==> config.mk <==
export PLATFORM = sky130hd
export DESIGN_NAME = flmrh_lane
export DESIGN_NICKNAME = d
export VERILOG_FILES = /design/src/sv/flmrh_pkg.sv /design/src/sv/flmrh_mul64.sv /design/src/sv/flmrh_lane.sv
export SDC_FILE = /design/constraint.sdc
export NUM_CORES = 2
export LEC_CHECK = 0
export BUFFER_PORTS_ARGS = -buffer_cell sky130_fd_sc_hd__clkbuf_2
export CAP_MARGIN = 20
export CELL_PAD_IN_SITES_DETAIL_PLACEMENT = 1
export CELL_PAD_IN_SITES_GLOBAL_PLACEMENT = 2
export CORE_MARGIN = 8
export CORE_UTILIZATION = 30
export DETAILED_ROUTE_END_ITERATION = 6
export GPL_TIMING_DRIVEN = 0
export PLACE_DENSITY_LB_ADDON = 0.1
export SETUP_SLACK_MARGIN = 0.1
export SLEW_MARGIN = 10
export SYNTH_ARGS = -nofsm -noshare
export SYNTH_HDL_FRONTEND = slang
export SYNTH_HIERARCHICAL = 1
export SYNTH_SLANG_ARGS = --single-unit
==> constraint.sdc <==
create_clock -name clk -period 21.4 [get_ports clk]
set_input_delay 5.35 -clock clk [delete_from_list [all_inputs] [get_ports clk]]
set_output_delay 5.35 -clock clk [all_outputs]
set_load 0.05 [all_outputs]
==> src/sv/flmrh_pkg.sv <==
`timescale 1ns / 1ps
// ----------------------------------------------------------------------------
// flmrh_pkg
// Shared widths, per-lane mixing constants and lane control types for the
// four-lane multiply-rotate hash.
// ----------------------------------------------------------------------------
package flmrh_pkg;

  localparam int NUM_LANES = 4;
  localparam int WORD_W    = 64;
  localparam int HALF_W    = 32;
  localparam int LEN_W     = 32;

  localparam logic [WORD_W-1:0] MIX_A [NUM_LANES] = '{
    64'h39BDE3EE19A8BA27, 64'hBA1B0AC3AB867D38,
    64'h6D3BCCC3981F33CE, 64'hC3FBA33BD33BA621
  };
  localparam logic [WORD_W-1:0] MIX_B [NUM_LANES] = '{
    64'hC9A1BA38A0B3FEDD, 64'h9C210AE3ABB91073,
    64'h0B9AEE71139AB058, 64'h3FCAB09A08308BA1
  };
  localparam logic [WORD_W-1:0] FIN_A [2] = '{
    64'h2AC4FBE92A76C577, 64'h6C3E39A1657919A3
  };
  localparam logic [WORD_W-1:0] FIN_B [2] = '{
    64'hB9A7C56EFD4FBCAB, 64'hDA376BA7CDEA8C7B
  };
  localparam logic [WORD_W-1:0] HASH_ADD  = 64'hB3A1A55DEF917A7C;
  localparam logic [WORD_W-1:0] SEED_RST  = 64'h0;

  typedef struct packed {
    logic start;
    logic finish;
    logic load_seed;
  } lane_ctrl_t;

  typedef struct packed {
    logic              busy;
    logic [WORD_W-1:0] fin_hash;
  } lane_stat_t;

endpackage

==> src/sv/flmrh_mul64.sv <==
`timescale 1ns / 1ps
// ----------------------------------------------------------------------------
// flmrh_mul64
// 64x64 multiplier, low 64 bits of the product, built from one 32x32
// multiplier over three partial products.
// ----------------------------------------------------------------------------
module flmrh_mul64 (
  input  logic                         clk,
  input  logic                         rst_n,
  input  logic                         start,
  input  logic [flmrh_pkg::WORD_W-1:0] op_a,
  input  logic [flmrh_pkg::WORD_W-1:0] op_b,
  output logic                         done,
  output logic [flmrh_pkg::WORD_W-1:0] product
);
  import flmrh_pkg::*;

  logic [WORD_W-1:0] a_r, b_r;
  logic [WORD_W-1:0] pp_r, acc_r;
  logic [1:0]        cnt_r;
  logic              act_r, done_r;
  logic [HALF_W-1:0] sel_a, sel_b;
  logic [WORD_W-1:0] pp_nxt;

  always_comb begin
    unique case (cnt_r)
      2'd0: begin
        sel_a = a_r[HALF_W-1:0];
        sel_b = b_r[HALF_W-1:0];
      end
      2'd1: begin
        sel_a = a_r[HALF_W-1:0];
        sel_b = b_r[WORD_W-1:HALF_W];
      end
      2'd2, 2'd3: begin
        sel_a = a_r[WORD_W-1:HALF_W];
        sel_b = b_r[HALF_W-1:0];
      end
    endcase
    pp_nxt = WORD_W'(sel_a) * WORD_W'(sel_b);
  end

  always_ff @(posedge clk) begin
    if (!rst_n) begin
      act_r  <= 1'b0;
      cnt_r  <= 2'd0;
      done_r <= 1'b0;
    end else begin
      done_r <= 1'b0;
      if (start) begin
        act_r <= 1'b1;
        cnt_r <= 2'd0;
      end else if (act_r) begin
        cnt_r <= cnt_r + 2'd1;
        if (cnt_r == 2'd3) begin
          act_r  <= 1'b0;
          done_r <= 1'b1;
        end
      end
    end
  end

  always_ff @(posedge clk) begin
    if (start) begin
      a_r <= op_a;
      b_r <= op_b;
    end else if (act_r) begin
      pp_r <= pp_nxt;
      unique case (cnt_r)
        2'd0: ;
        2'd1: acc_r <= pp_r;
        2'd2, 2'd3: acc_r[WORD_W-1:HALF_W] <= acc_r[WORD_W-1:HALF_W] + pp_r[HALF_W-1:0];
      endcase
    end
  end

  assign done    = done_r;
  assign product = acc_r;

endmodule

==> src/sv/flmrh_lane.sv <==
`timescale 1ns / 1ps
// ----------------------------------------------------------------------------
// flmrh_lane
// One hash lane: mixes its block word into the running lane hash and, on
// request, finalises the lane with the message length.
// ----------------------------------------------------------------------------
module flmrh_lane #(
  parameter int LANE_IDX = 0
) (
  input  logic                         clk,
  input  logic                         rst_n,
  input  flmrh_pkg::lane_ctrl_t        ctrl,
  input  logic [flmrh_pkg::WORD_W-1:0] word,
  input  logic [flmrh_pkg::LEN_W-1:0]  msg_len,
  input  logic [flmrh_pkg::WORD_W-1:0] seed,
  output flmrh_pkg::lane_stat_t        stat
);
  import flmrh_pkg::*;

  typedef enum logic [3:0] {
    S_IDLE, S_MA_GO, S_MA_W, S_MB_GO, S_MB_W, S_FOLD, S_TIMES5, S_ADDC,
    S_FX, S_F1_GO, S_F1_W, S_F2_GO, S_F2_W
  } lane_state_t;

  lane_state_t       state_r;
  logic [WORD_W-1:0] hash_r, k_r;
  logic [LEN_W-1:0]  len_r;
  logic              fin_r;
  logic              mul_start, mul_done;
  logic [WORD_W-1:0] mul_b, mul_p;
  logic [WORD_W-1:0] fold_x, fin_x;

  always_comb begin
    mul_start = 1'b0;
    unique case (state_r)
      S_MA_GO: begin
        mul_start = 1'b1;
        mul_b     = MIX_A[LANE_IDX];
      end
      S_MB_GO: begin
        mul_start = 1'b1;
        mul_b     = MIX_B[LANE_IDX];
      end
      S_F1_GO: begin
        mul_start = 1'b1;
        mul_b     = FIN_A[LANE_IDX % 2];
      end
      S_F2_GO: begin
        mul_start = 1'b1;
        mul_b     = FIN_B[LANE_IDX % 2];
      end
      default: mul_b = MIX_A[LANE_IDX];
    endcase
    fold_x = hash_r ^ k_r;
    fin_x  = hash_r ^ WORD_W'(len_r);
  end

  flmrh_mul64 mul_i (
    .clk     (clk),
    .rst_n   (rst_n),
    .start   (mul_start),
    .op_a    (k_r),
    .op_b    (mul_b),
    .done    (mul_done),
    .product (mul_p)
  );

  always_ff @(posedge clk) begin
    if (!rst_n) begin
      state_r <= S_IDLE;
      hash_r  <= SEED_RST;
      fin_r   <= 1'b0;
    end else begin
      unique case (state_r)
        S_IDLE: begin
          if (ctrl.load_seed) begin
            hash_r <= seed;
          end
          if (ctrl.start) begin
            fin_r   <= ctrl.finish;
            state_r <= S_MA_GO;
          end
        end
        S_MA_GO:  state_r <= S_MA_W;
        S_MA_W:   if (mul_done) state_r <= S_MB_GO;
        S_MB_GO:  state_r <= S_MB_W;
        S_MB_W:   if (mul_done) state_r <= S_FOLD;
        S_FOLD: begin
          hash_r  <= {fold_x[WORD_W-14:0], fold_x[WORD_W-1:WORD_W-13]};
          state_r <= S_TIMES5;
        end
        S_TIMES5: begin
          hash_r  <= {hash_r[WORD_W-3:0], 2'b00} + hash_r;
          state_r <= S_ADDC;
        end
        S_ADDC: begin
          hash_r  <= hash_r + HASH_ADD;
          state_r <= fin_r ? S_FX : S_IDLE;
        end
        S_FX: begin
          hash_r  <= seed;
          state_r <= S_F1_GO;
        end
        S_F1_GO:  state_r <= S_F1_W;
        S_F1_W:   if (mul_done) state_r <= S_F2_GO;
        S_F2_GO:  state_r <= S_F2_W;
        S_F2_W:   if (mul_done) state_r <= S_IDLE;
        default:  state_r <= S_IDLE;
      endcase
    end
  end

  always_ff @(posedge clk) begin
    if (state_r == S_IDLE && ctrl.start) begin
      k_r   <= word;
      len_r <= msg_len;
    end else if (state_r == S_MA_W && mul_done) begin
      k_r <= {mul_p[WORD_W-16:0], mul_p[WORD_W-1:WORD_W-15]};
    end else if (state_r == S_MB_W && mul_done) begin
      k_r <= mul_p;
    end else if (state_r == S_FX) begin
      k_r <= fin_x ^ (fin_x >> 16);
    end else if (state_r == S_F1_W && mul_done) begin
      k_r <= mul_p ^ (mul_p >> 13);
    end else if (state_r == S_F2_W && mul_done) begin
      k_r <= mul_p ^ (mul_p >> 16);
    end
  end

  assign stat.busy     = (state_r != S_IDLE);
  assign stat.fin_hash = k_r;

endmodule

; After elaboration in Yosys (flattened, before gate mapping)
; Cells that the tools add are included.
[totals]
elab_cells = 94
regBits = 425
mem_bits_ro = 0
latchBits = 0
n_memories = 0
ram_bits = 0
input_bits = 165
[op_classes]
div = 0
n_addsub = 4
mux = 24
order_cmp = 0
eq_ne = 21
n_shift = 0
bitwise_logic = 8
multipliers = 1
reduce_logical = 23
[op_table]
columns = op, count
row1 = $mux 64, 7
row2 = $pmux 64 s5, 1
row3 = $pmux 32 s2, 3
row4 = $pmux 64 s3, 1
row5 = $xor 64x48->64, 2
row6 = $add 64x64->64, 1
row7 = $add 64x64->64 const B, 1
row8 = $mul 32x32->64, 1
row9 = $xor 64x32->64, 1
row10 = $xor 64x51->64, 1
row11 = $xor 64x64->64, 1
row12 = $pmux 4 s13, 1
row13 = $add 32x32->32, 1
row14 = $mux 4, 6
row15 = $eq 4x4->1 const B, 5
row16 = $eq 4x3->1 const B, 4
row17 = $eq 4x2->1 const B, 2
row18 = $ne 2x1->1 const B, 4
row19 = $reduce_and 2->1, 3
row20 = $reduce_and 3->1, 2
row21 = $reduce_bool 6->1, 1
row22 = $reduce_or 2->1, 3
row23 = $reduce_or 3->1, 2
row24 = $logic_and 1x1->1, 5
row25 = 14 further kinds, 22

; Logic depth before layout (Yosys ltp)
[depth]
word_depth = 8
ltp_mapped = 37

; By module
; The synthesis kept the hierarchy.
[by_module_without_submodules]
columns = mod, instances, cells_each, seq_area_each_um2, area_per_inst_um2
row1 = flmrh_mul64, 1, 4342, 7767.4, 42752.3
row2 = flmrh_lane, 1, 1828, 4264.1, 14789.2

; Worst setup path after synthesis
; OpenSTA, ideal clock, no wires.
[synth_timing]
path_kind = reg2reg
start = reg state_r[0]
end = reg mul_i.acc_r[0] (netlist: mul_i/product[0]) (enable)
path_buffers = 1
synth_period_minus_slack_ns = 13.664
setup_ns = 0.408
required_time_ns = 20.992
path_stages_with_launch = 5
arrival_ns = 13.256
setup_slack_ns = 7.736
path_cell_list = dfxtp_1 > clkbuf_1 > nor2b_1 > nor2b_1 > and2_1
[synth_via]
elab_chain_len = 5
word_cells_on_any_way = 8
cone_classes = eq/ne: 4 / mux: 1 / bitwise: 1 / reduce/logical: 2
[synth_lines]
columns = element, line
row1 = from (decl), flmrh_lane.sv:25  ; lane_state_t state_r;
row2 = from (signal assigned), flmrh_lane.sv:98  ; state_r <= fin_r ? S_FX : S_IDLE;
row3 = "$eq 4x4->1, or another cell as far along", flmrh_lane.sv:35  ; unique case (state_r)
row4 = $reduce_or 4->1 (no source line) (*), --
row5 = $mux 1 (*), flmrh_lane.sv:35
row6 = net mul_start, flmrh_lane.sv:29  ; logic mul_start, mul_done;
row7 = $not 1->1 (no source line) (*), --
row8 = $reduce_and 3->1 (no source line) (*), --
row9 = to (signal assigned), flmrh_mul64.sv:71  ; 2'd1: acc_r <= pp_r;
row10 = "to (signal, indexed assignment)", flmrh_mul64.sv:72  ; 2'd2, 2'd3: acc_r[WORD_W-1:HALF_W] <= acc_r[WORD_W-1:HALF_W] + pp_r[HALF_W-1:0];
row11 = to (decl), flmrh_mul64.sv:19  ; logic [WORD_W-1:0] pp_r, acc_r;
; The timed path passes the listed nets; every way through them passes the cells marked *.
; A chain may end at the register's enable or synchronous reset.

; Worst setup path after layout
[layout_timing]
start = reg mul_i.cnt_r[0]
end = reg mul_i.pp_r[63] (data pin)
[layout_via]
elab_chain_len = 4
word_cells_on_any_way = 10
cone_classes = mul: 1 / eq/ne: 3 / mux: 2 / reduce/logical: 4
[layout_lines]
columns = element, line
row1 = from (decl), flmrh_mul64.sv:20  ; logic [1:0] cnt_r;
row2 = from (signal assigned), flmrh_mul64.sv:54  ; cnt_r <= cnt_r + 2'd1;
row3 = "$eq 2x2->1, or another cell as far along", flmrh_mul64.sv:26  ; unique case (cnt_r)
row4 = $reduce_or 3->1 (no source line) / $reduce_or 2->1 (equally long branches), --
row5 = $pmux 32 s2, flmrh_mul64.sv:26
row6 = $mul 32x32->64 (*), flmrh_mul64.sv:40  ; pp_nxt = WORD_W'(sel_a) * WORD_W'(sel_b);
row7 = net mul_i.pp_nxt[63], flmrh_mul64.sv:23  ; logic [WORD_W-1:0] pp_nxt;
row8 = to (signal assigned), flmrh_mul64.sv:68  ; pp_r <= pp_nxt;
row9 = to (decl), flmrh_mul64.sv:19
; Marked as above.

==> impl_metrics.env <==
export IMPL_track_usage_pct=30.91
export IMPL_postLayoutCoreUtil_pct=34.34
export IMPL_initial_core_util_pct=30.22
export IMPL_fillers=21950
export IMPL_grt_pass1_vias=52930
export IMPL_violations="design-rule violations"
export IMPL_grt_max_degree=33
export IMPL_worstMarginPinSlew_ns=1.284
export IMPL_place_ws_ns=9.082
export IMPL_setup_tns_final_ns=0
export IMPL_antenna_found_initial=34
export IMPL_synth_distinct_cells=92
export IMPL_place_congestion=1.031
export IMPL_wl_met3_um=22490
export IMPL_crit_arrival_ns=12.90
export IMPL_m1WireLength_um=142300
export IMPL_fin_area_sq_um=65370
export IMPL_wl_per_cell_um=35.38
export IMPL_slew_viol_final=0
export IMPL_die_area_sq_um=206100
export IMPL_root_buffer="clkbuf_16"
export IMPL_cp_num_buf_inv=7
export IMPL_setup_viol_count_final=0
export IMPL_skew_ns=0.06728
export IMPL_path_common_cell="fa_1"
export IMPL_ys_async_sr_fraction_pct=0
export IMPL_core_area_sq_um=190400
export IMPL_ctsHoldBuffers=0
export IMPL_clkSinkCount=425
export IMPL_h_tree_depth=2
export IMPL_drt_iter0_markers=5297
export IMPL_io_buffers=229
export IMPL_multi_input_area_sq_um=41220
export IMPL_drv_cap=0
export IMPL_drive_gt1_share_pct=8.927
export IMPL_top_layer="met5"
export IMPL_syn_inst=6170
export IMPL_clkLatencyLatePin_ns=0.70
export IMPL_clk_pin_slew_ns=0.06
export IMPL_ant_nets=0
export IMPL_dieWidth_um=454.0
export IMPL_dr_pass1_iters=7
export IMPL_critPathLaunchType="register"
export IMPL_fmax_mhz=80.36
export IMPL_cts_resized=0
export IMPL_dr_wl_met2_um=139900
export IMPL_yosys_warnings=6
export IMPL_synthToLayoutAreaGrowth_pct=13.61
export IMPL_crit_family="adder cells"
export IMPL_worstPathRequired_ns=21.86
export IMPL_num_vias=50060
export IMPL_finalCritPeriodShare_pct=58.15
export IMPL_avgViaCountPerCell=5.493
export IMPL_ys_flop_type="edfxtp_1"
export IMPL_placed_cell_area_sq_um=63440
export IMPL_min_path_type="reg2reg"
export IMPL_cts_tree="yes"
export IMPL_io_pins=230
export IMPL_endpoint_kind="register"
export IMPL_wl_um=322500
export IMPL_synth_seq_cells=425
export IMPL_worst_path_max_fanout=10
export IMPL_crit_type="reg2reg"
export IMPL_grt_pass1_wl_um=442000
export IMPL_final_hold_viol_count=0
export IMPL_dieHeight_um=454.0
export IMPL_grt_ovfl_total=0
export IMPL_syn_area_sq_um=57540
export IMPL_relSlewSlack_pct=13.82
export IMPL_status="finished, violations left"
export IMPL_yosysSeqAreaShare_pct=20.91
export IMPL_nets=7970
export IMPL_min_period_ns=12.44
export IMPL_rows=160
export IMPL_grt_setup_unrepaired="no"
export IMPL_clockBufferDepth=3
export IMPL_avgSynthCellArea_sq_um=9.326
export IMPL_setup_ws_ns=8.956
export IMPL_cp_slowest_cell="buf_1"
export IMPL_remaining_drc_errors=6
export IMPL_cts_buffers=56
export IMPL_synth_edf_count=352
export IMPL_post_cts_buffers=0
export IMPL_cp_slowest_stage_delay_ns=0.82
export IMPL_regArea_sq_um=12030
export IMPL_hpwlAfterDp_um=271700
cell usage in the layout (no fill, tap or decap), types with 30 or more instances in the layout:
cell type | synthesis | final
a21o_1 | 85 | 85
a21oi_1 | 303 | 302
a221o_1 | 30 | 30
a22oi_1 | 51 | 51
and2_1 | 38 | 37
clkbuf_1 | 286 | 272
clkbuf_16 | 0 | 56
clkbuf_2 | 0 | 249
dfxtp_1 | 73 | 73
edfxtp_1 | 352 | 352
fa_1 | 898 | 898
ha_1 | 364 | 364
inv_1 | 915 | 915
mux2_2 | 82 | 82
mux2i_1 | 102 | 63
nand2_1 | 733 | 733
nand2b_1 | 50 | 50
nand3_1 | 37 | 37
nand4_1 | 42 | 42
nor2_1 | 742 | 742
o21ai_0 | 223 | 223
o22ai_1 | 46 | 46
xnor2_1 | 161 | 161
xor2_1 | 126 | 126
cells in the mapped netlist (14+ instances only):
cell type    n  share of area (%)
dfxtp_1     73                2.5
mux2i_1    102                1.8
xnor2_1    161                2.5
and3_1      21               0.23
a31oi_1     22               0.24
mux2_2      82                1.6
nand3_1     37               0.32
clkbuf_1   286                1.9
a221o_1     30               0.52
inv_1      915                6.0
edfxtp_1   352                 18
a21oi_1    303                2.6
nand2b_1    50               0.54
and2_1      38               0.41
fa_1       898                 31
xor2_1     126                1.9
nand2_1    733                4.8
o211ai_1    27               0.35
a22oi_1     51               0.67
buf_1       20               0.13
o211a_1     14               0.24
o21a_1      21               0.27
nand4_1     42               0.46
o22ai_1     46               0.50
o21bai_1    26               0.34
nor3_1      22               0.19
nor2_1     742                4.8
a222oi_1    18               0.31
o21ai_1     24               0.21
ha_1       364                7.9
nor2b_1     27               0.29
o21ai_0    223                1.9
a21o_1      85                1.1
a211oi_1    23               0.30
worst paths after layout:
check                           slack (ns)                     endpoint  cells past startpoint                   startpoint
worst max-delay path                  8.96     mul_i/pp_r[63]$_DFFE_PP_                     30  mul_i/cnt_r[0]$_SDFFE_PP0P_
worst min-delay path                  0.45  mul_i/product[29]$_DFFE_PP_                      0     mul_i/pp_r[29]$_DFFE_PP_
worst max register to register        8.96     mul_i/pp_r[63]$_DFFE_PP_                     30  mul_i/cnt_r[0]$_SDFFE_PP0P_
worst min register to register        0.45  mul_i/product[29]$_DFFE_PP_                      0     mul_i/pp_r[29]$_DFFE_PP_
sequential cells by signal, indices dropped and copies added, names as in the netlist:
register	count
len_r	32
mul_i/act_r	1
mul_i/pp_r	64
mul_i/cnt_r	2
mul_i/b_r	64
mul_i/done	1
k_r	64
hash_r	64
state_r	4
fin_r	1
mul_i/a_r	64
mul_i/product	64
cell families after synthesis:
kind of cell / count (synthesis) / share of synthesized area (%)
flops: 425 / 20.91
xor+xnor: 287 / 4.368
compound gates: 1018 / 11.40
buf+inv: 1235 / 8.111
other cells: 2 / 0.01305
mux: 184 / 3.379
simple gates: 1757 / 12.67
fa+ha+maj: 1262 / 39.16
worst register-to-register path, delay by kind of cell, from the launching register on:
family / cells / cell delay, ns
simple gates: 7 / 2.06
buf+inv: 7 / 3.02
fa+ha+maj: 10 / 5.06
flops: 1 / 0.39
mux: 1 / 0.40
compound gates: 4 / 1.03
xor+xnor: 1 / 0.24
area by class of cell:
cell class / instances / area share (%)
antenna: 16 / 0.06125
buffer: 319 / 1.920
clock buffer: 62 / 2.178
clock inverter: 40 / 0.6718
inverter: 916 / 5.260
multi-input combinational: 4516 / 63.05
sequential: 425 / 18.41
tap: 2511 / 4.806
timing repair buffer: 309 / 3.644
metal layers:
| metal | global-route usage (%) | up-vias |
|---|---|---|
| met1 | 42.96 | 26690 |
| li1 | - | 20790 |
| met3 | 5.189 | 500 |
| met4 | 13.82 | 12 |
| met5 | 0 | - |
| met2 | 47.20 | 2068 |
per-stage QoR:
stage,cells,hold WS (ns)
final,9114,0.4545
after global routing,9101,0.4711
after CTS,9096,0.4595
after detailed placement,8994,0.4439
after global placement,8916,0.4478
after floorplan,6176,0.4307
Power is left out: the tool's default activity adds up to more than one toggle a clock period on the data nets, which glitch-free logic cannot reach.
