## config.mk

```make
export PLATFORM = sky130hd
export DESIGN_NAME = flmrh_merge_flat
export DESIGN_NICKNAME = d
export VERILOG_FILES = /design/src/sv/flmrh_pkg.sv /design/src/sv/flmrh_out_if.sv /design/src/sv/flmrh_merge.sv /design/src/flat_wrapper.sv
export SDC_FILE = /design/constraint.sdc
export NUM_CORES = 1
export LEC_CHECK = 0
export BUFFER_PORTS_ARGS = -buffer_cell sky130_fd_sc_hd__buf_4
export CORE_MARGIN = 2
export CORE_UTILIZATION = 45
export DETAILED_ROUTE_END_ITERATION = 7
export GPL_TIMING_DRIVEN = 0
export PLACE_DENSITY = 0.8
export RECOVER_POWER = 100
export REMOVE_ABC_BUFFERS = 1
export SLEW_MARGIN = 20
export SYNTH_ARGS = -nofsm -noshare
export SYNTH_HDL_FRONTEND = slang
export SYNTH_SLANG_ARGS = --single-unit
export TNS_END_PERCENT = 5
```

## constraint.sdc

```tcl
create_clock -name clk -period 3.1 [get_ports clk]
set_clock_uncertainty 0.05 [all_clocks]
set_input_delay 0.155 -clock clk [delete_from_list [all_inputs] [get_ports clk]]
set_output_delay 0.155 -clock clk [all_outputs]
set_load 0.01 [all_outputs]
```

## src/sv/flmrh_pkg.sv

```systemverilog
`timescale 1ns / 1ps
// ----------------------------------------------------------------------------
// flmrh_pkg
// Shared widths, per-lane mixing constants and lane control types for the
// four-lane multiply-rotate hash.
// ----------------------------------------------------------------------------
package flmrh_pkg;

  localparam int NUM_LANES = 4;
  localparam int WORD_W    = 64;
  localparam int HALF_W    = 32;
  localparam int LEN_W     = 32;

  localparam logic [WORD_W-1:0] MIX_A [NUM_LANES] = '{
    64'h39BDE3EE19A8BA27, 64'hBA1B0AC3AB867D38,
    64'h6D3BCCC3981F33CE, 64'hC3FBA33BD33BA621
  };
  localparam logic [WORD_W-1:0] MIX_B [NUM_LANES] = '{
    64'hC9A1BA38A0B3FEDD, 64'h9C210AE3ABB91073,
    64'h0B9AEE71139AB058, 64'h3FCAB09A08308BA1
  };
  localparam logic [WORD_W-1:0] FIN_A [2] = '{
    64'h2AC4FBE92A76C577, 64'h6C3E39A1657919A3
  };
  localparam logic [WORD_W-1:0] FIN_B [2] = '{
    64'hB9A7C56EFD4FBCAB, 64'hDA376BA7CDEA8C7B
  };
  localparam logic [WORD_W-1:0] HASH_ADD  = 64'hB3A1A55DEF917A7C;
  localparam logic [WORD_W-1:0] SEED_RST  = 64'h0;

  typedef struct packed {
    logic start;
    logic finish;
    logic load_seed;
  } lane_ctrl_t;

  typedef struct packed {
    logic              busy;
    logic [WORD_W-1:0] fin_hash;
  } lane_stat_t;

endpackage

```

## src/sv/flmrh_out_if.sv

```systemverilog
`timescale 1ns / 1ps
// ----------------------------------------------------------------------------
// flmrh_out_if
// Result channel: one signed 64-bit hash per message.
// ----------------------------------------------------------------------------
interface flmrh_out_if;
  logic                                valid;
  logic                                ready;
  logic signed [flmrh_pkg::WORD_W-1:0] hash_value;

  modport source (
    output valid, hash_value,
    input  ready
  );
  modport sink (
    input  valid, hash_value,
    output ready
  );
endinterface

```

## src/sv/flmrh_merge.sv

```systemverilog
`timescale 1ns / 1ps
// ----------------------------------------------------------------------------
// flmrh_merge
// Folds the 32-bit words of the two finalised lanes into one 64-bit hash
// and holds it in the output register until the receiver takes it.
// ----------------------------------------------------------------------------
module flmrh_merge (
  input  logic                         clk,
  input  logic                         rst_n,
  input  logic                         load,
  input  logic [flmrh_pkg::WORD_W-1:0] lane0_hash,
  input  logic [flmrh_pkg::WORD_W-1:0] lane1_hash,
  output logic                         can_load,
  flmrh_out_if.source                  out_ch
);
  import flmrh_pkg::*;

  logic              valid_r;
  logic [WORD_W-1:0] hash_r;
  logic [WORD_W-1:0] fold;
  logic [HALF_W-1:0] w0, w1, w2, w3;

  function automatic logic [WORD_W-1:0] sext(input logic [HALF_W-1:0] w);
    sext = {{HALF_W{w[HALF_W-1]}}, w};
  endfunction

  always_comb begin
    w0   = lane0_hash[HALF_W-1:0];
    w1   = lane0_hash[WORD_W-1:HALF_W];
    w2   = lane1_hash[HALF_W-1:0];
    w3   = lane1_hash[WORD_W-1:HALF_W];
    fold = {w1, {HALF_W{1'b0}}} ^ sext(w0);
    fold = (fold | {w2, {HALF_W{1'b0}}}) ^ sext(w1);
    fold = (fold | {w3, {HALF_W{1'b0}}}) ^ sext(w2);
    fold = fold ^ sext(w3);
  end

  assign can_load = !valid_r || out_ch.ready;

  always_ff @(posedge clk) begin
    if (!rst_n) begin
      valid_r <= 1'b0;
    end else if (load && can_load) begin
      valid_r <= 1'b1;
    end else if (out_ch.ready) begin
      valid_r <= 1'b0;
    end
  end

  always_ff @(posedge clk) begin
    if (load && can_load) begin
      hash_r <= fold;
    end
  end

  assign out_ch.valid      = valid_r;
  assign out_ch.hash_value = signed'(hash_r);

endmodule

```

## src/flat_wrapper.sv

```systemverilog
// flat-port wrapper written by rule: the top's interface ports become plain ports
module flmrh_merge_flat import flmrh_pkg::*;
  (clk, rst_n, load, lane0_hash, lane1_hash, can_load, out_ch_valid, out_ch_hash_value, out_ch_ready);
  flmrh_out_if out_ch_i ();
  input  logic clk;
  input  logic rst_n;
  input  logic load;
  input  logic [flmrh_pkg::WORD_W-1:0] lane0_hash;
  input  logic [flmrh_pkg::WORD_W-1:0] lane1_hash;
  output logic can_load;
  output wire logic [$bits(out_ch_i.valid)-1:0] out_ch_valid;
  output wire logic [$bits(out_ch_i.hash_value)-1:0] out_ch_hash_value;
  input wire logic [$bits(out_ch_i.ready)-1:0] out_ch_ready;
  assign out_ch_valid = out_ch_i.valid;
  assign out_ch_hash_value = out_ch_i.hash_value;
  assign out_ch_i.ready = out_ch_ready;
  flmrh_merge u_core (.clk(clk), .rst_n(rst_n), .load(load), .lane0_hash(lane0_hash), .lane1_hash(lane1_hash), .can_load(can_load), .out_ch(out_ch_i));
endmodule
```

# Yosys cells after proc, flatten, opt, wreduce, memory -nomap -nowiden
# Cells that the tools add are included.
[totals] reg_bits=65 mem_bits_rw=0 memories=0 word_cells=14 out_inout_bits=66 latchBits=0 rom_bits=0 inputBits=132
[classes] bitwise=6 addsub=0 n_div=0 reduce_logical=4 shifts=0 mux=2 n_mul=0 order_cmp=0 eq_ne=0
[op_table] operator="64-bit XOR" n=4
[op_table] operator="64-bit bitwise OR" n=2
[op_table] operator="1-bit 2-to-1 mux" n=2
[op_table] operator="2-bit nonzero test" n=1
[op_table] operator="1-bit logical AND" n=1
[op_table] operator="1-bit zero test" n=1
[op_table] operator="1-bit logical OR" n=1

# Longest topological paths before layout
# Gate-level depths: netlist of the first run.
[depth] word_depth=6 depth_mapped=7 depth_no_buf=3

# Least setup slack after synthesis of the first run
# No wires, ideal clock.
[synth_timing] path_type="register to register" startpoint="register u_core.valid_r (netlist: u_core.out_ch.valid)" endpoint="register u_core.hash_r[0] (netlist: u_core.out_ch.hash_value[0]) (enable)" arrival_ns=2.022 stages_incl_launch_ff=3 n_path_buf=0 required_time_ns=2.621 setup_slack_ns=0.599 synth_period_minus_slack_ns=2.501 setup_ns=0.429 path_cell_list="dfxtp_1 nand2b_1 and2_1"
[synth_between] elab_chain_len=3
[synth_rtl] element="start, declared" line_no="flmrh_merge.sv:18" rtl="logic valid_r;"
[synth_rtl] element="start signal, assigned" line_no="flmrh_merge.sv:42" rtl="valid_r <= 1'b0;"
[synth_rtl] element="start signal, assigned" line_no="flmrh_merge.sv:44" rtl="valid_r <= 1'b1;"
[synth_rtl] element="start signal, assigned" line_no="flmrh_merge.sv:46" rtl="valid_r <= 1'b0;"
[synth_rtl] element="1-bit zero test" line_no="flmrh_merge.sv:38" rtl="assign can_load = !valid_r || out_ch.ready;"
[synth_rtl] element="1-bit logical OR" line_no="flmrh_merge.sv:38"
[synth_rtl] element="via can_load" line_no="flat_wrapper.sv:10" rtl="output logic can_load;"
[synth_rtl] element="1-bit logical AND" line_no="flmrh_merge.sv:51" rtl="if (load && can_load) begin"
[synth_rtl] element="end signal, assigned" line_no="flmrh_merge.sv:52" rtl="hash_r <= fold;"
[synth_rtl] element="end, declared" line_no="flmrh_merge.sv:19" rtl="logic [WORD_W-1:0] hash_r;"
# The timed path passes the listed nets, and every way through them passes these cells.
# A chain may end at the register's enable or synchronous reset.

# Worst setup path in the final report of the first run
[layout_timing] startpoint="register u_core.valid_r (netlist: u_core.out_ch.valid)" endpoint="register u_core.hash_r[43] (netlist: u_core.out_ch.hash_value[43]) (enable)"
[layout_between] elab_chain_len=3
[layout_rtl] element="1-bit zero test" line_no="flmrh_merge.sv:38"
[layout_rtl] element="1-bit logical OR" line_no="flmrh_merge.sv:38"
[layout_rtl] element="1-bit logical AND" line_no="flmrh_merge.sv:51"
# No other way between the ends.

==> flow_summary.ini, run 1 <==
[floorplanning]
die_x_um = 114
rows = 40
core_area_sq_mm = 0.0119
floorplan.initialDensity_pct = 45.6
boundaryPins = 198
dieHeight_um = 114
die-area_sq_mm = 0.0129

[power_and_ir_drop]
p_seq_share_pct = 38.9
p_int_mw = 2.09
ir_drop_v = 0.000263
p_comb_share_pct = 28.6
power_switching_uw = 829
p_per_area_mw_per_mm2 = 422
clkPwrFrac_pct = 32.4
sw_frac_of_total_pct = 28.4
p_leak_nw = 2.52
finalPower_mw = 2.92

[finish]
multi_input_area_sq_mm = 0.00330
final_cell_area_sq_mm = 0.00691
fillerInstances = 1112
final_nets = 823
antenna-diode-count = 0
register_area_sq_mm = 0.00194
layout_common_cells = clkbuf_1 (102), buf_4 (100), xnor2_1 (95)
final_common_cell = clkbuf_1
syn_to_final_growth_pct = 27.6
drive_gt1_share_pct = 18.4

[yosys]
yosys_warnings = 0
synth_cell_type_count = 26
synth_cells = 510
ys_seq_elements = 65
syn-cell-area_sq_mm = 0.00541
postSynthAreaPerCell_sq_um = 10.6
synth_seq_area_share_pct = 35.9

[route]
drt_iter0_drc = 300
drc = 0
postRouteWirelength_um = 13400
first_pass_iters = 4
ant_nets = 0
num_vias = 4643
wl_per_cell_um = 15.9
routed_via_density = 5.51

[sta]
clock.fmax_ghz = 0.470
timing.final.crit_share_pct = 68.6
hold_viol = 0
period_needed_ps = 2130
worst_slew_pin_slew_ps = 1060
setup_viol = 0
drv_slew = 0
grt_setup_unrepaired = false
max_slew_margin_pct = 29.4

[setup_path]
crit_end = u_core.out_ch.hash_value[43]$_DFFE_PP_
reg2reg_from = u_core.out_ch.valid$_SDFFE_PN0P_
r2r_cells = 3
critPathMaxFanout = 38
timing.rr.end = u_core.out_ch.hash_value[43]$_DFFE_PP_
critPathRequiredTime_ps = 2990
crit_chain = nand2b_1 > and2_4 > clkbuf_2
cp.arrival_ps = 2020
worstSetupEndpointType = flop
slowest_stage = clkbuf_2
cp-startpoint = u_core.out_ch.valid$_SDFFE_PN0P_
rrSetupSlack_ps = 970
start_kind = flop
critical_path_class = reg2reg
cpPeakStageDelay_ps = 860

[grt]
grt.total_usage_pct = 20.5
grt_pass1_vias = 4667
grt_pass1_wl_um = 21400
grt_max_degree = 127
antenna_found_initial = 0
grt.overflow.total = 0

[clocking]
cts_tree = done
cts_max_level = 3
cts-resized-gates = 0
clk_pin_slew_ps = 50
cts_buffers = 9
clockBufferDepth = 2
cts_setup_buffers = 0
root_buffer = clkbuf_16
clk_latency_ps = 320
clock-sinks = 65
ctsHoldBuffers = 0

[outcome]
status = finished clean

[place]
dpl.hpwl_um = 9710
place.gp.congestion = 0.776
placed_cell_area_sq_mm = 0.00701
io_buffer_count = 197

[flow_run]
maxCapViolCount = 0

[min_path]
worstHoldPathType = in2reg
==> synth_stat cells <==
| cell type | instances | area share [%] |
|---|---|---|
| nand4b_1 | 31 | 5.0 |
| nor3_1 | 31 | 2.9 |
| buf_2 | 10 | 0.93 |
| buf_6 | 1 | 0.21 |
| o311ai_1 | 29 | 4.7 |
| and3b_1 | 30 | 4.9 |
| buf_8 | 1 | 0.28 |
| a21boi_0 | 1 | 0.14 |
| o311ai_0 | 2 | 0.32 |
| nand2b_1 | 2 | 0.23 |
| o21ai_0 | 2 | 0.19 |
| dfxtp_1 | 1 | 0.37 |
| xor2_1 | 63 | 10 |
| clkbuf_1 | 16 | 1.1 |
| mux2_2 | 11 | 2.3 |
| nand2_1 | 1 | 0.069 |
| inv_1 | 1 | 0.069 |
| edfxtp_1 | 64 | 36 |
| buf_4 | 1 | 0.14 |
| nor2_1 | 32 | 2.2 |
| mux2_1 | 20 | 4.2 |
| o211ai_1 | 31 | 4.3 |
| xnor2_1 | 95 | 15 |
| and2_1 | 1 | 0.12 |
| buf_12 | 2 | 0.74 |
| nor2b_1 | 31 | 3.6 |
==> per-layer routing <==
layer  GRT usage (%)  vias up  wire, um
li1                -     2252         -
met1            22.3     2202      5210
met2            38.6      163      7010
met3            4.57       26       878
met4            7.72        0       290
met5               0        -         0
==> kinds of logic (layout without fill, tap and decap cells) <==
group,Yosys count,count (layout),share of synthesized area (%)
and+or+nand+nor,159,159,19.0
xor gates and xnor gates,158,158,25.6
AOI/OAI and AO/OA,65,65,9.64
DFF,65,65,35.9
buffers and inverters,32,218,3.47
muxes,31,31,6.45
==> worst min path at each step <==
stage,startpoint,endpoint,cells after the start,slack (ps)
after CTS,rst_n,u_core.out_ch.valid$_SDFFE_PN0P_,2,40
after global routing,rst_n,u_core.out_ch.valid$_SDFFE_PN0P_,2,50
final,rst_n,u_core.out_ch.valid$_SDFFE_PN0P_,2,50
after global placement,rst_n,u_core.out_ch.valid$_SDFFE_PN0P_,2,370
after detailed placement,rst_n,u_core.out_ch.valid$_SDFFE_PN0P_,2,380
after floorplan,load,u_core.out_ch.valid$_SDFFE_PN0P_,2,240
==> through the flow <==
step	instances	hold slack (ps)	worst slack [ps]	setup TNS [ps]	util, %
floorplan	479	244	-1190	-32340	-
global placement	823	368	-3010	-90450	58.1
detailed placement	827	384	846	0	59.1
CTS	843	38.6	1190	0	61.4
global route	843	54.6	836	0	58.2
finish	843	46.6	973	0	58.2
==> state kept, by name, indices dropped and copies added, names as in the netlist <==
| register | count |
|---|---|
| u_core.out_ch.valid | 1 |
| u_core.out_ch.hash_value | 64 |
==> worst max-delay path, delay by kind of cell (launching register included) <==
kind,cells,cell delay [ps]
buffers and inverters,1,860
flip-flops,1,300
AND/OR/NAND/NOR,2,500
==> layout make-up <==
type,count,share of cell area [%]
clock buffers,16,3.93
repair buffers,201,17.4
well taps,147,2.66
inverters,1,0.0544
multi-input cells,413,47.8
flip-flops and latches,65,28.1
==> power by group through the flow <==
stage	Sequential [mW]	Combinational [mW]	Clock [mW]
floorplan	1.21	0.406	0
global route	1.14	0.913	1.01
detailed placement	1.16	0.946	0
CTS	1.14	0.949	0.966
finish	1.14	0.835	0.946
global placement	1.16	0.873	0
No activity file was read; power rests on OpenSTA's default activity.
==> run 2: changes to the inputs <==
--- a/config.mk
+++ b/config.mk
@@ -10,7 +10,7 @@
 export CORE_UTILIZATION = 45
 export DETAILED_ROUTE_END_ITERATION = 7
 export GPL_TIMING_DRIVEN = 0
-export PLACE_DENSITY = 0.8
+export PLACE_DENSITY = 0.83
 export RECOVER_POWER = 100
 export REMOVE_ABC_BUFFERS = 1
 export SLEW_MARGIN = 20
==> constraint.sdc (replaced) <==
create_clock -name clk -period 1.9 [get_ports clk]
set_clock_uncertainty 0.05 [all_clocks]
set_input_delay 0.095 -clock clk [delete_from_list [all_inputs] [get_ports clk]]
set_output_delay 0.095 -clock clk [all_outputs]
set_load 0.01 [all_outputs]
==> flow_summary.ini, run 2 (same netlist as run 1, synthesis figures left out) <==
[outcome]
status = finished clean

[place]
place.gp.congestion = 0.768
dp_slack_ps = -276
dpl.hpwl_um = 10100
io_buffer_count = 197
placed_cell_area_sq_mm = 0.00701

[clocking]
cts_tree = done
cts_max_level = 3
clk_latency_ps = 330
root_buffer = clkbuf_16
cts_buffers = 9
clk_pin_slew_ps = 60
cts_setup_buffers = 0
clock-sinks = 65
clockBufferDepth = 2

[floorplanning]
floorplan.initialDensity_pct = 45.6
dieHeight_um = 114
rows = 40
boundaryPins = 198
core_area_sq_mm = 0.0119
die_x_um = 114
die-area_sq_mm = 0.0129

[sta]
timing.final.crit_share_pct = 87.6
grt_setup_unrepaired = false
drv_slew = 0
hold_viol = 0
setup_viol = 0
tns_ps = 0
finalWorstSetupSlack_ps = 235
whs_ps = 66.3
max_slew_margin_pct = 33.2
worst_slew_pin_slew_ps = 1000
period_needed_ps = 1660
clock.fmax_ghz = 0.601

[power_and_ir_drop]
p_leak_nw = 2.57
p_per_area_mw_per_mm2 = 732
ir_drop_v = 0.000434

[finish]
final_common_cell = clkbuf_1
antenna-diode-count = 0
fillerInstances = 1074
final_cell_area_sq_mm = 0.00700
drive_gt1_share_pct = 18.8
syn_to_final_growth_pct = 29.4
multi_input_area_sq_mm = 0.00329
final_util_pct = 59.0
register_area_sq_mm = 0.00194
layout_common_cells = clkbuf_1 (99), buf_4 (98), xnor2_1 (95)
largest_reg_flops = 64
final_nets = 825

[route]
postRouteWirelength_um = 13900
routed_via_density = 5.51
drt_iter0_drc = 242
first_pass_iters = 4
ant_nets = 0
num_vias = 4654
wl_per_cell_um = 16.4
drc = 0

[setup_path]
cp.arrival_ps = 1730
cpPeakStageDelay_ps = 800
crit_top_cell = buf_16
start_kind = input pin
critical_path_class = in2reg
slowest_stage = xor2_2
reg2reg_from = u_core.out_ch.valid$_SDFFE_PN0P_
critPathRequiredTime_ps = 1970
crit_chain = buf_4 > xor2_2 > buf_16 > buf_16 > o211ai_1 > o311ai_1
critPathMaxFanout = 30
worstSetupEndpointType = flop
cp-startpoint = lane1_hash[31]

[grt]
grt.overflow.total = 0
grt.total_usage_pct = 21.3
antenna_found_initial = 0
grt_pass1_vias = 4861
grt_pass1_wl_um = 22100
grt_max_degree = 127

[min_path]
worstHoldPathType = in2reg
hp-start = lane1_hash[63]

[flow_run]
maxCapViolCount = 0
[run 2: changes by cell type in the layout (fill, tap and decap cells not counted)]
cell | previous run | this run
o311ai_0 | 30 | 25
bufinv_16 | 0 | 2
xor2_2 | 0 | 1
buf_6 | 0 | 2
buf_12 | 0 | 1
buf_4 | 100 | 98
dlygate4sd3_1 | 0 | 2
clkbuf_1 | 102 | 99
clkbuf_8 | 2 | 3
clkbuf_2 | 1 | 0
o311ai_1 | 1 | 6
xor2_4 | 1 | 0
[run 2: metal layers]
layer  share of wire (%)  GRT usage (%)
met1                  38           23.0
met2                  54           40.3
met3                 6.0           4.62
met4                 1.9           8.37
met5                   0              0
[run 2: worst max-delay path: cells and delay by family]
kind / cells / cell delay [ps]
buffers and inverters: 3 / 580
XOR/XNOR: 1 / 800
AO/OA/AOI/OAI: 2 / 260
[run 2: path summary, 6_finish.rpt]
kind,end,slack (ps),cells past startpoint
setup / recovery,u_core.out_ch.hash_value[49]$_DFFE_PP_,240,6
hold / removal,u_core.out_ch.hash_value[63]$_DFFE_PP_,70,3
setup reg to reg,u_core.out_ch.hash_value[8]$_DFFE_PP_,380,3
hold reg to reg,u_core.out_ch.hash_value[51]$_DFFE_PP_,880,2
[run 2: cell type report]
type                       instances  area share, %
timing repair buffer             203           17.8
tap                              147           2.63
inverter                           1         0.0536
multi-input combinational        413           47.0
clock buffer                      14           3.91
sequential                        65           27.7
clock inverter                     2          0.858
[run 2: through the flow]
step,power [mW],instances
floorplan,2.64,479
global placement,3.31,823
detailed placement,3.44,827
CTS,5.34,845
global route,5.35,845
finish,5.13,845
[run 2: repair_timing]
item | 4_1_cts | 5_1_grt
gates resized for setup | 0 | 1
hold buffers | 2 | 0
setup endpoints to repair | 0 | 1
endpoints found under the hold margin | 1 | 0
[run 2: where the power goes]
group          internal [mW]  total, mW  switching [mW]
sequential              1.81       1.85          0.0414
clock                   1.26       1.89           0.633
combinational          0.647       1.38           0.736
total                   3.72       5.13            1.41
==> run 3: changes to the inputs <==
==> constraint.sdc (replaced) <==
create_clock -name clk -period 1.9 [get_ports clk]
set_clock_uncertainty 0.05 [all_clocks]
set_input_delay 0.38 -clock clk [delete_from_list [all_inputs] [get_ports clk]]
set_output_delay 0.38 -clock clk [all_outputs]
set_load 0.01 [all_outputs]
==> flow_summary.ini, run 3 (same netlist as run 1, synthesis figures left out) <==
[min_path]
worstHoldPathType = in2reg

[power_and_ir_drop]
power_switching_mw = 1.41
p_int_mw = 3.72
clkPwrFrac_pct = 36.9
p_seq_share_pct = 36.1
ir_drop_v = 0.000434
p_leak_nw = 2.56
p_comb_share_pct = 27.0
finalPower_mw = 5.13
p_per_area_mw_per_mm2 = 732
sw_frac_of_total_pct = 27.5

[sta]
timing.final.crit_share_pct = 91.6
drv_slew = 0
max_slew_margin_pct = 47.3
worst_slew_pin_slew_ps = 790
hold_viol = 0
period_needed_ps = 1740
whs_ps = 263
setup_viol = 0
tns_ps = 0
finalWorstSetupSlack_ps = 160
clock.fmax_ghz = 0.575
grt_setup_unrepaired = false

[route]
routed_via_density = 5.52
wl_per_cell_um = 16.5
drc = 0
num_vias = 4651
first_pass_iters = 4
ant_nets = 0
drt_iter0_drc = 241
postRouteWirelength_um = 13900

[finish]
drive_gt1_share_pct = 18.8
largest_reg_flops = 64
syn_to_final_growth_pct = 29.3
fillerInstances = 1072
antenna-diode-count = 0
finalNonFillerCells = 843
multi_input_area_sq_mm = 0.00330
layout_common_cells = clkbuf_1 (99), buf_4 (98), xnor2_1 (95)
final_nets = 823
register_area_sq_mm = 0.00194
final_common_cell = clkbuf_1

[floorplanning]
dieHeight_um = 114
rows = 40
die-area_sq_mm = 0.0129
boundaryPins = 198
floorplan.initialDensity_pct = 45.6
core_area_sq_mm = 0.0119
die_x_um = 114

[clocking]
clock-sinks = 65
cts_tree = done
clockBufferDepth = 2
clk_latency_ps = 330
cts_buffers = 9
root_buffer = clkbuf_16
clk_pin_slew_ps = 60
cts_max_level = 3

[place]
placed_cells = 827
dpl.hpwl_um = 10100
io_buffer_count = 197
dp_slack_ps = -561
place.gp.congestion = 0.768

[setup_path]
timing.rr.end = u_core.out_ch.hash_value[8]$_DFFE_PP_
critPathRequiredTime_ps = 1860
cp-startpoint = u_core.out_ch.valid$_SDFFE_PN0P_
start_kind = flop
r2r_cells = 3
critical_path_class = reg2reg
critPathMaxFanout = 38
crit_end = u_core.out_ch.hash_value[8]$_DFFE_PP_
worstSetupEndpointType = flop
reg2reg_from = u_core.out_ch.valid$_SDFFE_PN0P_
cp.arrival_ps = 1700
rrSetupSlack_ps = 160

[grt]
grt.total_usage_pct = 21.3
grt_pass1_wl_um = 22100
grt_max_degree = 127
grt.overflow.total = 0
grt_pass1_vias = 4858
antenna_found_initial = 0

[outcome]
status = finished clean

[flow_run]
maxCapViolCount = 0
run 3: repair_timing:
item,4_1_cts,5_1_grt
endpoints found under the setup margin,31,5
gates resized for setup,1,3
buffers inserted,0,0
cloned,0,0
hold buffers,0,0
run 3: critical path, stage by stage (launching register included):
cell and delay [ps]:
dfxtp_1 310, nand2b_1 90, and2_2 620, buf_12 320
run 3: layout make-up:
class                           instances  share of cell area [%]
Clock buffer                           14                    3.92
Clock inverter                          2                   0.858
Inverter                                1                  0.0536
Multi-Input combinational cell        413                    47.2
Sequential cell                        65                    27.7
Tap cell                              147                    2.63
Timing Repair Buffer                  201                    17.6
run 3: metrics by stage:
stage | instance area [sq um] | utilization, %
3_5_place_dp | 7010 | 59.1
3_3_place_gp | 6890 | 58.1
2_1_floorplan | 5230 | -
6_report | 7000 | 59.0
5_1_grt | 7000 | 59.0
4_1_cts | 7350 | 62.0
run 3: metal layers:
metal | global-route usage [%] | part of all wire (%) | vias up | wire, um
met5 | 0 | 0 | - | 0
met4 | 8.37 | 1.9 | 0 | 259
met3 | 4.62 | 6.0 | 21 | 837
met2 | 40.3 | 54 | 157 | 7570
met1 | 23.0 | 38 | 2216 | 5250
li1 | - | - | 2257 | -
run 3: worst min-delay path by stage:
stage | startpoint | end | slack (ps) | depth (start not counted)
2_1_floorplan | load | u_core.out_ch.valid$_SDFFE_PN0P_ | 470 | 2
3_3_place_gp | u_core.out_ch.valid$_SDFFE_PN0P_ | u_core.out_ch.valid$_SDFFE_PN0P_ | 470 | 2
3_5_place_dp | u_core.out_ch.valid$_SDFFE_PN0P_ | u_core.out_ch.valid$_SDFFE_PN0P_ | 500 | 2
4_1_cts | rst_n | u_core.out_ch.valid$_SDFFE_PN0P_ | 260 | 2
5_1_grt | rst_n | u_core.out_ch.valid$_SDFFE_PN0P_ | 260 | 2
6_report | rst_n | u_core.out_ch.valid$_SDFFE_PN0P_ | 260 | 2
run 3: power groups by stage:
stage | Sequential [mW] | Combinational [mW] | Clock (mW)
finish | 1.85 | 1.38 | 1.89
global route | 1.87 | 1.51 | 1.98
CTS | 1.86 | 1.56 | 1.92
detailed placement | 1.89 | 1.56 | 0
global placement | 1.89 | 1.42 | 0
floorplan | 1.97 | 0.662 | 0
